$ cat config.mk
export PLATFORM = sky130hd
export DESIGN_NAME = icsp_command_shifter_unit
export DESIGN_NICKNAME = d
export VERILOG_FILES = /design/src/hdl/icsp_pkg.sv /design/src/hdl/icsp_core.sv /design/src/hdl/icsp_command_shifter_unit.sv
export SDC_FILE = /design/constraint.sdc
export NUM_CORES = 1
export LEC_CHECK = 0
export BUFFER_PORTS_ARGS = -buffer_cell sky130_fd_sc_hd__buf_4
export CAP_MARGIN = 20
export CORE_ASPECT_RATIO = 0.6
export CORE_UTILIZATION = 50
export CTS_BUF_LIST = sky130_fd_sc_hd__clkbuf_8
export DETAILED_ROUTE_END_ITERATION = 6
export PLACE_DENSITY = 0.71
export SLEW_MARGIN = 20
export SYNTH_ARGS = -nofsm -noshare
export SYNTH_HDL_FRONTEND = slang
export SYNTH_SLANG_ARGS = --single-unit
$ cat constraint.sdc
create_clock -name clk -period 3.3 [get_ports clk]
set_clock_uncertainty 0.1 [all_clocks]
set_input_delay 0.495 -clock clk [delete_from_list [all_inputs] [get_ports clk]]
set_output_delay 0.495 -clock clk [all_outputs]
set_load 0.02 [all_outputs]
$ cat src/hdl/icsp_pkg.sv
// Shared types and constants for the serial programming command shifter.
package icsp_pkg;

  // Frame geometry of the programming link
  localparam int CMD_BITS   = 6;
  localparam int FRAME_BITS = 16;
  localparam int SHIFT_BITS = CMD_BITS + FRAME_BITS;
  localparam int CNT_BITS   = $clog2(SHIFT_BITS + 1);
  localparam int DATA_BITS  = FRAME_BITS - 2;
  localparam int READ_BITS  = FRAME_BITS - 1;

  // Request kinds
  localparam logic [1:0] KIND_CMD   = 2'd0;
  localparam logic [1:0] KIND_WRITE = 2'd1;
  localparam logic [1:0] KIND_READ  = 2'd2;
  localparam logic [1:0] KIND_TICK  = 2'd3;

  // Incoming request
  typedef struct packed {
    logic [1:0]           kind;
    logic [CMD_BITS-1:0]  command;
    logic [DATA_BITS-1:0] write_data;
    logic                 data_in;
  } req_t;

  // One bit pulse on the link
  typedef struct packed {
    logic                 data_out;
    logic                 data_drive;
    logic                 last;
    logic [READ_BITS-1:0] read_value;
  } rsp_t;

  // Core outputs toward the result register
  typedef struct packed {
    logic produced;
    logic busy;
  } core_stat_t;

endpackage

$ cat src/hdl/icsp_core.sv
// Transaction state and one-pulse step logic of the command shifter.
module icsp_core import icsp_pkg::*; (
  input  logic       clk,
  input  logic       rst,
  input  logic       fire,
  input  req_t       req,
  output rsp_t       result,
  output core_stat_t stat
);

  logic                  busy;
  logic [1:0]            ttype;
  logic [CNT_BITS-1:0]   bit_count;
  logic [SHIFT_BITS-1:0] out_shift;
  logic [FRAME_BITS-1:0] in_shift;

  logic                  busy_next;
  logic [1:0]            ttype_next;
  logic [CNT_BITS-1:0]   bit_count_next;
  logic [SHIFT_BITS-1:0] out_shift_next;
  logic [FRAME_BITS-1:0] in_shift_next;

  logic                  is_tick;
  logic                  read_phase;
  logic [CNT_BITS-1:0]   cnt_inc;
  logic [CNT_BITS-1:0]   total;
  logic                  is_last;
  logic [FRAME_BITS-1:0] in_upd;
  logic [FRAME_BITS-1:0] frame;

  // Per-pulse decode
  always_comb begin
    is_tick    = (req.kind == KIND_TICK);
    total      = (ttype == KIND_CMD) ? CNT_BITS'(CMD_BITS) : CNT_BITS'(SHIFT_BITS);
    read_phase = (ttype == KIND_READ) && (bit_count >= CNT_BITS'(CMD_BITS));
    cnt_inc    = bit_count + 1'b1;
    is_last    = (cnt_inc >= total);
    in_upd     = read_phase ? {req.data_in, in_shift[FRAME_BITS-1:1]} : in_shift;
    frame      = (req.kind == KIND_WRITE) ? {1'b0, req.write_data, 1'b0} : '0;
  end

  // Next state and result
  always_comb begin
    busy_next      = busy;
    ttype_next     = ttype;
    bit_count_next = bit_count;
    out_shift_next = out_shift;
    in_shift_next  = in_shift;
    stat.produced  = 1'b0;
    stat.busy      = busy;
    result.data_out   = read_phase ? 1'b0 : out_shift[0];
    result.data_drive = !read_phase;
    result.last       = is_last;
    result.read_value = (is_last && ttype == KIND_READ) ? in_upd[FRAME_BITS-1:1] : '0;
    if (fire) begin
      if (!is_tick) begin
        // start request, dropped while a transaction runs
        if (!busy) begin
          busy_next      = 1'b1;
          ttype_next     = req.kind;
          bit_count_next = '0;
          in_shift_next  = '0;
          out_shift_next = {frame, req.command};
        end
      end else if (busy) begin
        stat.produced  = 1'b1;
        in_shift_next  = in_upd;
        out_shift_next = out_shift >> 1;
        bit_count_next = is_last ? '0 : cnt_inc;
        busy_next      = !is_last;
      end
    end
  end

  // State registers
  always_ff @(posedge clk) begin
    if (rst) begin
      busy      <= 1'b0;
      ttype     <= KIND_CMD;
      bit_count <= '0;
      out_shift <= '0;
      in_shift  <= '0;
    end else begin
      busy      <= busy_next;
      ttype     <= ttype_next;
      bit_count <= bit_count_next;
      out_shift <= out_shift_next;
      in_shift  <= in_shift_next;
    end
  end

endmodule

$ cat src/hdl/icsp_command_shifter_unit.sv
// Top level: request register, shifter core and result register.
// A tick request's pulse passes through the request register and then the result register.
// Throughput: one request per cycle while rsp_stall does not hold the result register.
// Start requests and ticks while idle give no pulse.
// Synchronous active-high reset clears the valid flags of both registers and all shifter state.
module icsp_command_shifter_unit import icsp_pkg::*; (
  input  logic clk,
  input  logic rst,
  input  logic req_valid,
  output logic req_stall,
  input  req_t req,
  output logic rsp_valid,
  input  logic rsp_stall,
  output rsp_t rsp
);

  logic       req_full;
  req_t       req_q;
  logic       advance;
  logic       fire;
  rsp_t       result;
  core_stat_t stat;

  // Pipeline moves when the result register is free or being drained
  assign advance   = !rsp_valid || !rsp_stall;
  assign req_stall = req_full && !advance;
  assign fire      = req_full && advance;

  // Request register
  always_ff @(posedge clk) begin
    if (rst) begin
      req_full <= 1'b0;
    end else if (req_valid && !req_stall) begin
      req_full <= 1'b1;
    end else if (advance) begin
      req_full <= 1'b0;
    end
  end

  always_ff @(posedge clk) begin
    if (req_valid && !req_stall) begin
      req_q <= req;
    end
  end

  icsp_core u_core (
    .clk    (clk),
    .rst    (rst),
    .fire   (fire),
    .req    (req_q),
    .result (result),
    .stat   (stat)
  );

  // Result register
  always_ff @(posedge clk) begin
    if (rst) begin
      rsp_valid <= 1'b0;
    end else if (advance) begin
      rsp_valid <= fire && stat.produced;
    end
  end

  always_ff @(posedge clk) begin
    if (fire && stat.produced) begin
      rsp <= result;
    end
  end

`ifndef SYNTHESIS
  // Received word only shows on the final pulse
  a_rv_last: assert property (@(posedge clk) disable iff (rst)
    rsp_valid && !rsp.last |-> rsp.read_value == '0)
    else $error("read_value set outside final pulse");

  // Target-driven pulses carry no master level
  a_drive: assert property (@(posedge clk) disable iff (rst)
    rsp_valid && !rsp.data_drive |-> !rsp.data_out)
    else $error("data_out high while line released");

  // A transaction ends only together with its final pulse
  a_end: assert property (@(posedge clk) disable iff (rst)
    !$past(rst) && $fell(stat.busy) |-> rsp_valid && rsp.last)
    else $error("transaction ended without final pulse");
`endif

endmodule

[After elaboration in Yosys (flattened, before gate mapping)]
Cells that the tools add are included.
Storage, ports and cells
  flip-flop bits (word level): 88
  input bits: 27
  output and inout port bits: 20
  word-level logic and storage cells: 62
Cells by class
  $add $sub $neg: 1
  $lt $le $gt $ge: 2
  equality and inequality tests: 5
  muxes and demuxes: 20
  bitwise logic cells: 2
  reduce and logical (&&, ||, !) cells: 17
Operator list (number)
  two-way mux 22 bit: 3
  two-way mux 16 bit: 4
  two-way mux 5 bit: 5
  two-way mux 15 bit: 1
  two-way mux 1 bit: 7
  logical AND 1 bit: 6
  zero test 1 bit: 6
  AND reduction 3 bit: 2
  adder 5 x 1 -> 5 bit (second input constant): 1
  >= comparator 5 x 3 -> 1 bit (second input constant): 1
  >= comparator 5 bit: 1
  equality test 2 bit (second input constant): 2
  equality test 2 x 1 -> 1 bit (second input constant): 1
  zero test 2 bit: 1
  != test 2 x 1 -> 1 bit (second input constant): 1
  != test 2 bit (second input constant): 1
  inverter 1 bit: 2
  nonzero test 2 bit: 1
  logical OR 1 bit: 1

[Depth between registers and ports, before layout]
Gate-level depths: netlist (run 1).
  word-level depth: 7
  gate-level depth with buffers: 9

[Hierarchy]
From an unflattened synthesis (run 1), not the netlist that was laid out.
Second synthesis, totals
  cells, all modules: 293
  area, all modules: 3580.9 µm²
By module, submodules not included
  icsp_core: instances 1, cells each 240, area each 2255.9 µm², sequential area each 880.8 µm²
  icsp_command_shifter_unit: instances 1, cells each 53, area each 1325.0 µm², sequential area each 1271.2 µm²

[Worst setup path after synthesis (run 1)]
No wires, ideal clock.
  path type: in2reg
  from: in rsp_stall
  to: reg req_q[0] (netlist name), enable pin
  library setup time: 405 ps
  arrival time: 1841 ps
  setup slack: 954 ps
  stages on the path: 2
  buffers on the path: 0
  cell sequence: and3_1 nor2b_1
On the way
  longest elaborated chain between the ends: 6
Ends and longest elaborated chain
  from (decl): RTL line icsp_command_shifter_unit.sv:13  | input logic rsp_stall,
  zero test 1 bit: RTL line icsp_command_shifter_unit.sv:25  | assign advance = !rsp_valid || !rsp_stall;
  logical OR 1 bit: RTL line icsp_command_shifter_unit.sv:25
  zero test 1 bit: RTL line icsp_command_shifter_unit.sv:26  | assign req_stall = req_full && !advance;
  logical AND 1 bit: RTL line icsp_command_shifter_unit.sv:26
  zero test 1 bit: RTL line icsp_command_shifter_unit.sv:41  | if (req_valid && !req_stall) begin
  logical AND 1 bit: RTL line icsp_command_shifter_unit.sv:41
  to (signal assigned): RTL line icsp_command_shifter_unit.sv:42  | req_q <= req;
  to (decl): RTL line icsp_command_shifter_unit.sv:18  | req_t req_q;
No other way between the ends.
A chain may end at the register's enable or synchronous reset.

[Worst setup path in the final report (run 1)]
  from: reg u_core.bit_count[1]
  to: reg rsp[2] (netlist name), data pin
On the way
  longest elaborated chain between the ends: 3
  elaborated cells between the ends (all ways): 6
Ends and longest elaborated chain
  from (decl): RTL line icsp_core.sv:13  | logic [CNT_BITS-1:0] bit_count;
  from (signal assigned): RTL line icsp_core.sv:86  | bit_count <= bit_count_next;
  adder 5 x 1 -> 5 bit or >= comparator 5 x 3 -> 1 bit (tied branches): RTL line icsp_core.sv:36, icsp_core.sv:35
  >= comparator 5 bit or logical AND 1 bit (tied branches): RTL line icsp_core.sv:37, icsp_core.sv:35
  logical AND 1 bit or two-way mux 16 bit (tied branches): RTL line icsp_core.sv:54, icsp_core.sv:38
  to (signal assigned): RTL line icsp_command_shifter_unit.sv:66  | rsp <= result;
  to (decl): RTL line icsp_command_shifter_unit.sv:14  | output rsp_t rsp
Several ways; a longest one is shown, not always the timed one. The select of a mux whose other input is x is not followed.

==> flow_summary.json, run 1 <==
{
  "outcome": "finished, violations left",
  "violations": "DRC",
  "core_area_um2": 6790,
  "cts.htree.levels": 3,
  "yosysUniqueCellTypes": 37,
  "ys_warn_count": 0,
  "grt_pass1_vias": 2089,
  "setup_viol": 0,
  "synth_area_um2": 3570,
  "multi_input_area_um2": 1290,
  "drt_iter0_markers": 171,
  "clock_latency_ns": 0.37,
  "clock_sinks": 87,
  "worstMarginPinSlew_ns": 0.825,
  "ctsResizeCount": 0,
  "postSynthCellCount": 306,
  "path_max_fanout": 15,
  "crit_chain": "ha_1, nand3_1, xnor2_1, ha_1, nand2b_1, mux2_4, a21bo_2, nor2_1",
  "dr.pass1.iters": 6,
  "min_to": "req_q[7]",
  "cts_tree": "yes",
  "drv_cap": 0,
  "finalCritPeriodShare_pct": 75.3,
  "stdcell_area_um2": 4150,
  "ff2ff_setup_slack_ns": 0.82,
  "synth.avg_cell_area_um2": 11.7,
  "io_buffers": 46,
  "hpwl_mm": 4.49,
  "place_inst": 424,
  "antenna_found_initial": 0,
  "drv_slew": 0,
  "start_kind": "flop",
  "dieArea_um2": 7500,
  "min_period_ns": 2.48,
  "cp_slowest_stage_delay_ns": 0.43,
  "die_x_um": 111,
  "powerDensity_nw_per_um2": 490,
  "grt_first_pass_wirelength_mm": 10.8,
  "irDropWorstVdd_uv": 263,
  "initial_core_util_pct": 52.6,
  "stdcell_count": 440,
  "relSlewSlack_pct": 45.0,
  "worstSetupPathType": "reg -> reg",
  "hold_depth": 1,
  "ys_ff_latch": 87,
  "hold_class": "in -> reg",
  "cts-root-buf": "clkbuf_8",
  "io_pins": 47,
  "cts_setup_buffers": 0,
  "synth-seq-area-share_pct": 60.2,
  "reg2reg_depth": 8,
  "rows": 23,
  "crit_buf_inv": 0,
  "fin_ws_ns": 0.815,
  "critical_path.most_common_cell": "ha_1",
  "r2r-end": "rsp[2]",
  "synthArstFlopShare_pct": 0,
  "place_area_um2": 3960,
  "grt.overflow.total": 0,
  "final_layout_size_suffix_gt1_share_pct": 24.1,
  "clk_path_buf_depth": 2,
  "hold_violations": 0,
  "crit_arrival_ns": 2.49,
  "rsz0062_at_grt": "no",
  "fin_tns_setup_ns": 0,
  "via_count": 2393,
  "nFillCells": 556,
  "gr-usage-all-layers_pct": 19.6,
  "synth_edf_count": 41,
  "syn_to_final_growth_pct": 16.1,
  "register_area_um2": 2150,
  "num_antenna_cells": 0,
  "final_core_util_pct": 61.1,
  "clk_pin_slew_worst_paths_ns": 0.08,
  "final_antenna_net_count": 0,
  "nets": 381,
  "grt_start_max_net_pins": 32,
  "crit_family": "adder cells",
  "hold_buffers": 0,
  "slowest_stage": "dfxtp_1",
  "drt-total-wl_mm": 6.77,
  "timing.fmax_mhz": 402,
  "p_leak_uw": 0.00153,
  "min_from": "req[7]",
  "routedWlPerCell_um": 15.4,
  "synth.net_count": 339,
  "end_kind": "flop",
  "synth_ff_type": "dfxtp_1",
  "r2r_start": "u_core.bit_count[1]",
  "worstPathRequired_ns": 3.30,
  "vias_per_cell": 5.44,
  "cts_made_buffers": 9,
  "dpl_worst_slack_ns": 0.852,
  "die_height_um": 67.5,
  "gp_congestion": 0.737,
  "drcViolationCount": 4
}
worst max-delay path by stage:
stage,from,cells after the start,slack [ns],end
2_1_floorplan,rsp_stall,2,0.95,req_q[0]
3_5_place_dp,u_core.bit_count[1],8,0.85,rsp[1]
3_3_place_gp,u_core.bit_count[1],8,0.87,rsp[1]
5_1_grt,u_core.bit_count[1],8,0.63,rsp[2]
4_1_cts,u_core.bit_count[1],8,0.83,rsp[2]
6_report,u_core.bit_count[1],8,0.82,rsp[2]
routing by layer:
layer,GRT usage [%],part of all wire (%)
met2,25.4,38
met4,5.07,0.96
met3,9.61,5.8
met5,0,0
met1,28.4,55
layout make-up:
type                            count  share of cell area [%]
Tap cell                           87                    2.62
Inverter                            7                   0.633
Clock inverter                      7                    1.54
Multi-Input combinational cell    192                    31.2
Timing Repair Buffer               51                    9.22
Sequential cell                    87                    51.8
Clock buffer                        9                    2.98
state kept, by name, summed over array words and instances (netlist names):
signal            flops
req_full              1
req_q                23
rsp                  18
rsp_valid             1
u_core.bit_count      5
u_core.busy           1
u_core.in_shift      15
u_core.out_shift     21
u_core.ttype          2
Yosys cell counts, types with 2 or more instances:
| cell type | instances | area, um2 |
|---|---|---|
| dfxtp_1 | 46 | 921 |
| edfxtp_1 | 41 | 1230 |
| nor2_1 | 39 | 146 |
| mux2i_1 | 28 | 280 |
| nand2_1 | 25 | 93.8 |
| a21oi_1 | 22 | 110 |
| nor4_1 | 13 | 81.3 |
| a32o_2 | 10 | 113 |
| clkbuf_1 | 9 | 33.8 |
| a311oi_1 | 7 | 61.3 |
| buf_2 | 6 | 30.0 |
| ha_1 | 6 | 75.1 |
| a32o_1 | 5 | 50.1 |
| inv_1 | 5 | 18.8 |
| nand4_1 | 5 | 31.3 |
| nand3_1 | 4 | 20.0 |
| a31oi_1 | 3 | 18.8 |
| buf_4 | 3 | 22.5 |
| nand2b_1 | 3 | 18.8 |
| nand4b_1 | 3 | 26.3 |
| nor2b_1 | 3 | 18.8 |
| a21bo_2 | 2 | 20.0 |
| a21boi_1 | 2 | 15.0 |
| buf_6 | 2 | 22.5 |
| inv_2 | 2 | 7.51 |
cell families after synthesis:
family	share of synthesized area, %
and+or+nand+nor	13.3
DFF	60.2
AOI/OAI and AO/OA	11.9
muxes	8.26
buffers and inverters	3.78
adders and majority gates	2.10
xor gates and xnor gates	0.490
placed cells by master, fill, tap and decap left out, types with 2 or more instances in the layout:
cell,instances
nand4b_1,3
clkinv_2,2
a31oi_1,3
mux2i_1,28
a311oi_1,7
a32o_1,5
inv_1,7
nand2_1,25
nor2b_1,2
nor4_1,13
a21oi_1,22
edfxtp_1,41
nor2_1,39
a21bo_2,2
a32o_2,10
nand4_1,5
clkbuf_8,9
dfxtp_1,46
buf_4,51
nand3_1,4
ha_1,6
nand2b_1,3
inv_2,2
through the flow:
step / hold WS [ns] / total power (uW)
after global placement: 0.342 / 1350
after global routing: 0.167 / 2120
after detailed placement: 0.349 / 1350
after CTS: 0.186 / 2060
final: 0.199 / 2040
after floorplan: 0.332 / 1300
where the power goes:
| group | total [uW] | switching (uW) | internal, uW |
|---|---|---|---|
| Combinational | 146 | 88.3 | 57.5 |
| Sequential | 1180 | 17.2 | 1160 |
| Clock | 708 | 364 | 344 |
| Total | 2040 | 470 | 1570 |
Power figures use the tool's default switching activity.
==> run 2, diff against run 1 <==
--- a/config.mk
+++ b/config.mk
@@ -11,7 +11,7 @@
 export CORE_UTILIZATION = 50
 export CTS_BUF_LIST = sky130_fd_sc_hd__clkbuf_8
 export DETAILED_ROUTE_END_ITERATION = 6
-export PLACE_DENSITY = 0.71
+export PLACE_DENSITY = 0.73
 export SLEW_MARGIN = 20
 export SYNTH_ARGS = -nofsm -noshare
 export SYNTH_HDL_FRONTEND = slang
==> constraint.sdc (replaced) <==
create_clock -name clk -period 2.1 [get_ports clk]
set_clock_uncertainty 0.1 [all_clocks]
set_input_delay 0.315 -clock clk [delete_from_list [all_inputs] [get_ports clk]]
set_output_delay 0.315 -clock clk [all_outputs]
set_load 0.02 [all_outputs]
==> run 2 against run 1 <==
  * The flow finishes with violations (DRC, setup timing)
  * Utilization rose by 3.6 points
  * Design area is 5.9% higher
  * Clock power rose by 47%
  * Combinational power grew 77%
==> flow_summary.json, run 2 (synthesized netlist as in run 1, its figures left out) <==
{
  "final_antenna_net_count": 0,
  "violations": "DRC, setup timing",
  "clock_sinks": 87,
  "grt_first_pass_wirelength_mm": 11.8,
  "drv_cap": 0,
  "clock_latency_ns": 0.36,
  "gp_congestion": 0.827,
  "timing.fmax_mhz": 476,
  "powerDensity_nw_per_um2": 716,
  "die_x_um": 111,
  "end_kind": "flop",
  "top_regs": "req_q (23), u_core.out_shift (21), rsp (18)",
  "relSlewSlack_pct": 58.8,
  "start_kind": "flop",
  "worstMarginPinSlew_ns": 0.618,
  "irDropWorstVdd_uv": 403,
  "cts.htree.levels": 3,
  "grt-busiest-layer": "met2",
  "clk_path_buf_depth": 2,
  "drt-total-wl_mm": 7.35,
  "gr-usage-all-layers_pct": 21.2,
  "antenna_found_initial": 0,
  "syn_to_final_growth_pct": 23.0,
  "whs_ns": 0.0274,
  "hold_class": "in -> reg",
  "nFillCells": 532,
  "grt_pass1_vias": 2345,
  "routedWlPerCell_um": 16.2,
  "path_max_fanout": 8,
  "initial_core_util_pct": 52.6,
  "core_area_um2": 6790,
  "die_height_um": 67.5,
  "drt_iter0_markers": 194,
  "io_pins": 47,
  "final_cell_mix": "62 x buf_4, 43 x dfxtp_1, 41 x edfxtp_1, 30 x nor2_1, 28 x mux2i_1",
  "p_leak_uw": 0.00162,
  "drv_slew": 0,
  "worstPathRequired_ns": 2.23,
  "worstSetupPathType": "reg -> reg",
  "rsz0062_at_grt": "yes",
  "drcViolationCount": 4,
  "largest_reg_flops": 23,
  "dr.pass1.iters": 6,
  "hpwl_mm": 4.79,
  "grt_start_max_net_pins": 32,
  "crit_arrival_ns": 2.23,
  "via_count": 2528,
  "nets": 396,
  "min_period_ns": 2.10,
  "grt_use_met2_pct": 30.7,
  "cts-root-buf": "clkbuf_8",
  "final_common_cell": "buf_4",
  "vias_per_cell": 5.56,
  "finalCritPeriodShare_pct": 100,
  "top_register": "req_q",
  "gr-usage-met3_pct": 7.27,
  "cts_tree": "yes",
  "clk_pin_slew_worst_paths_ns": 0.08,
  "rows": 23,
  "num_antenna_cells": 0,
  "fin_ws_ns": -0.00127,
  "dpl_worst_slack_ns": -0.0187,
  "grt.overflow.total": 0,
  "grtUsageMet1_pct": 28.8,
  "hold_violations": 0,
  "dieArea_um2": 7500,
  "cts_made_buffers": 9,
  "outcome": "finished, violations left",
  "setup_viol": 3,
  "final_layout_size_suffix_gt1_share_pct": 32.1,
  "final_core_util_pct": 64.8,
  "io_buffers": 46
}
## run 2: worst max-delay path, cell delays in order (launching register included)
cell and delay, ns:
dfxtp_4 0.37, ha_4 0.15, nand3_4 0.08, xnor2_2 0.17
ha_4 0.33, nand2_1 0.07, mux2_4 0.30, a21bo_4 0.28
nor2_2 0.12
## run 2: layer usage
metal | up-vias | wire length (um)
met4 | 0 | 91
met2 | 49 | 3160
li1 | 1254 | -
met5 | - | 0
met1 | 1218 | 3740
met3 | 7 | 355
## run 2: power breakdown
part	switching, uW	internal [uW]
registers	27.0	1830
logic	148	110
clock network	554	484
## run 2: through the flow
stage                     area (um2)  instances  power (uW)  setup TNS, ns
after global placement          4100        434        2130              0
after detailed placement        4100        434        2140        -0.0869
after global routing            4400        455        3290         -0.741
after floorplan                 3610        306        2030        -0.0468
final                           4400        455        3150       -0.00294
after CTS                       4300        453        3170         -0.239
## run 2: worst paths after layout
check                           slack, ns           startpoint  cells after the start             endpoint
worst max register to register     -0.001  u_core.bit_count[1]                      8               rsp[5]
worst min register to register       0.37  u_core.out_shift[6]                      2  u_core.out_shift[6]
worst max-delay path               -0.001  u_core.bit_count[1]                      8               rsp[5]
worst min-delay path                 0.03               req[9]                      1             req_q[9]
## run 2: area by class of cell
class | instances | area [um2] | share of cell area [%]
clock buffer | 11 | 151 | 3.44
multi-input combinational | 193 | 1410 | 32.1
clock inverter | 5 | 25.0 | 0.569
sequential | 87 | 2160 | 49.1
inverter | 7 | 26.3 | 0.597
timing repair buffer | 65 | 515 | 11.7
tap | 87 | 109 | 2.48
## run 2: repair_timing
| item | in CTS | in global routing |
|---|---|---|
| gates cloned | 1 | 0 |
| hold buffers | 0 | 1 |
| pin swaps | 2 | 9 |
| resized for setup | 1 | 18 |
| endpoints found under the hold margin | 0 | 1 |
| buffers inserted | 2 | 1 |
| endpoints found under the setup margin | 20 | 37 |
==> run 3, diff against run 2 <==
--- a/config.mk
+++ b/config.mk
@@ -5,6 +5,7 @@
 export SDC_FILE = /design/constraint.sdc
 export NUM_CORES = 1
 export LEC_CHECK = 0
+export ABC_AREA = 1
 export BUFFER_PORTS_ARGS = -buffer_cell sky130_fd_sc_hd__buf_4
 export CAP_MARGIN = 20
 export CORE_ASPECT_RATIO = 0.6
==> run 3 against run 2 <==
  * The flow finishes with violations (DRC)
  * Non-clock buffer count is 2 lower
  * Sequential cell count stayed put
  * Setup slack better by 0.093 ns
  * Fmax is 4.6% higher
  * Global-route usage is 0.44 points lower
  * Clock-buffer cell count is 2 lower
  * Register-to-register slack better by 0.09 ns
  * Worst hold slack worse by 0.0030 ns
  * Synthesized cell count is 28% higher
  * Area after synthesis is 1.1% higher
==> flow_summary.json, run 3 <==
{
  "cts_made_buffers": 9,
  "synth_ff_type": "dfxtp_1",
  "gr-usage-all-layers_pct": 20.8,
  "irDropWorstVdd_uv": 466,
  "r2r_start": "u_core.bit_count[0]",
  "grt_start_max_net_pins": 33,
  "core_area_um2": 6820,
  "final_antenna_net_count": 0,
  "clk_pin_slew_worst_paths_ns": 0.08,
  "syn_to_final_growth_pct": 20.1,
  "p_int_uw": 2420,
  "nets": 484,
  "ff2ff_setup_slack_ns": 0.09,
  "synth_edf_count": 41,
  "stdcell_area_um2": 4340,
  "dieArea_um2": 7580,
  "synthArstFlopShare_pct": 0,
  "violations": "DRC",
  "synth_area_leaders": "edfxtp_1 34%, dfxtp_1 25%, nand2_1 12%",
  "synth_area_um2": 3610,
  "pwr-share-comb_pct": 5.8,
  "crit_chain": "ha_1, nand2_1, nor2_1, xor2_1, ha_1, nand2_1, nand2_2, nand2_4, nor2_1",
  "endpoint": "rsp[7]",
  "synth.avg_cell_area_um2": 9.19,
  "cts_tree": "yes",
  "yosysMostFrequentCell": "nand2_1",
  "worstPathRequired_ns": 2.11,
  "grt_pass1_vias": 2538,
  "power_frac_seq_pct": 59.5,
  "stdcell_count": 543,
  "p_leak_uw": 0.00169,
  "yosysTopAreaCell": "edfxtp_1",
  "final_cell_mix": "115 x nand2_1, 58 x buf_4, 46 x dfxtp_1, 41 x edfxtp_1, 36 x inv_1",
  "drt_iter0_markers": 175,
  "vias_per_cell": 5.22,
  "place_area_um2": 4140,
  "drv_slew": 0,
  "crit_arrival_ns": 2.02,
  "outcome": "finished, violations left",
  "final_layout_size_suffix_gt1_share_pct": 21.1,
  "clock_latency_ns": 0.36,
  "worstMarginPinSlew_ns": 0.459,
  "setup_viol": 0,
  "io_pins": 47,
  "hold_violations": 0,
  "synthTopCellsByCount": "115 x nand2_1, 46 x dfxtp_1, 41 x edfxtp_1, 32 x nand3_1, 31 x inv_1",
  "final_common_cell": "nand2_1",
  "hpwl_mm": 4.87,
  "path_max_fanout": 15,
  "postSynthCellCount": 393,
  "dr.pass1.iters": 7,
  "end_kind": "flop",
  "min_period_ns": 2.01,
  "initial_core_util_pct": 53.0,
  "grt.overflow.total": 0,
  "nFillCells": 551,
  "via_count": 2833,
  "top_register": "req_q",
  "routedWlPerCell_um": 13.1,
  "synth.net_count": 426,
  "powerDensity_nw_per_um2": 710,
  "yosysUniqueCellTypes": 27,
  "clk_path_buf_depth": 2,
  "crit_start": "u_core.bit_count[0]",
  "place_inst": 525,
  "cts-root-buf": "clkbuf_8",
  "worstSetupPathType": "reg -> reg",
  "io_buffers": 46,
  "hold_class": "in -> reg",
  "top_regs": "req_q (23), u_core.out_shift (21), rsp (18)",
  "power_frac_clock_pct": 34.7,
  "reg2reg_depth": 9,
  "largest_reg_flops": 23,
  "num_antenna_cells": 0,
  "rows": 23,
  "sw_frac_of_total_pct": 21.6,
  "finalCritPeriodShare_pct": 95.6,
  "gp_congestion": 0.844,
  "timing.fmax_mhz": 498,
  "ys_ff_latch": 87,
  "power.switching_uw": 665,
  "r2r-end": "rsp[7]",
  "drcViolationCount": 1,
  "antenna_found_initial": 0,
  "relSlewSlack_pct": 69.4,
  "cts.htree.levels": 3,
  "ys_warn_count": 0,
  "synth-seq-area-share_pct": 59.6,
  "die_height_um": 67.9,
  "drt-total-wl_mm": 7.12,
  "synth_top_area_share_pct": 34.1,
  "slowest_stage": "dfxtp_1",
  "p_total_uw": 3080,
  "start_kind": "flop",
  "drv_cap": 0,
  "clock_sinks": 87,
  "die_x_um": 112,
  "cp_slowest_stage_delay_ns": 0.34,
  "grt_first_pass_wirelength_mm": 11.8
}
## run 3: timing repair
item / CTS / global route
hold endpoints to repair: 0 / 2
resized for setup: 0 / 1
setup buffers: 0 / 0
endpoints found under the setup margin: 0 / 15
hold buffers: 0 / 2
## run 3: power by group through the flow
stage / registers [uW] / logic, uW / clock network [uW]
3_3_place_gp: 1870 / 171 / 0
3_5_place_dp: 1870 / 176 / 0
5_1_grt: 1840 / 197 / 1170
4_1_cts: 1830 / 176 / 1100
6_report: 1830 / 179 / 1070
2_1_floorplan: 1870 / 93.2 / 0
## run 3: critical path: cells and delay by family (launching register included)
kind | cells | cell delay [ns]
adder cells (fa/ha/maj) | 2 | 0.44
XOR/XNOR | 1 | 0.23
flip-flops | 1 | 0.34
AND/OR/NAND/NOR | 6 | 0.64
## run 3: cell type report
type	count	area, um2	share of cell area [%]
clock buffer	9	124	2.85
tap	87	109	2.51
inverter	36	135	3.11
multi-input combinational	254	1250	28.8
clock inverter	7	53.8	1.24
sequential	87	2150	49.6
timing repair buffer	63	515	11.9
## run 3: cells by family (layout without fill, tap and decap cells)
kind of cell | count (synthesis) | count (layout) | share of synthesized area, %
AND/OR/NAND/NOR | 191 | 191 | 23.1
AO/OA/AOI/OAI | 56 | 56 | 9.00
adder cells (fa/ha/maj) | 6 | 6 | 2.08
flip-flops | 87 | 87 | 59.6
XOR/XNOR | 1 | 1 | 0.242
buffers and inverters | 52 | 115 | 6.06
## run 3: worst min-delay path by stage
stage,cells after the start,endpoint,startpoint
6_report,1,req_q[9],req[9]
3_3_place_gp,2,u_core.in_shift[13],u_core.in_shift[13]
2_1_floorplan,0,req_q[0],req[0]
4_1_cts,1,req_q[14],req[14]
5_1_grt,1,req_q[7],req[7]
3_5_place_dp,2,u_core.in_shift[7],u_core.in_shift[7]
## run 3: stage by stage
step	hold WS [ns]	TNS, ns	util (%)	setup slack [ns]
6_report	0.0243	0	63.6	0.0916
3_3_place_gp	0.352	0	60.6	0.145
4_1_cts	0.00615	0	63.3	0.0214
3_5_place_dp	0.356	0	60.6	0.0461
2_1_floorplan	0.314	0	-	0.0597
5_1_grt	0.00165	-0.0419	63.6	-0.0125
## run 3: metal layers
layer	part of all wire, %	GRT usage (%)
met1	47	27.5
met2	45	31.7
met3	6.8	6.82
met4	1.0	8.78
met5	0	0
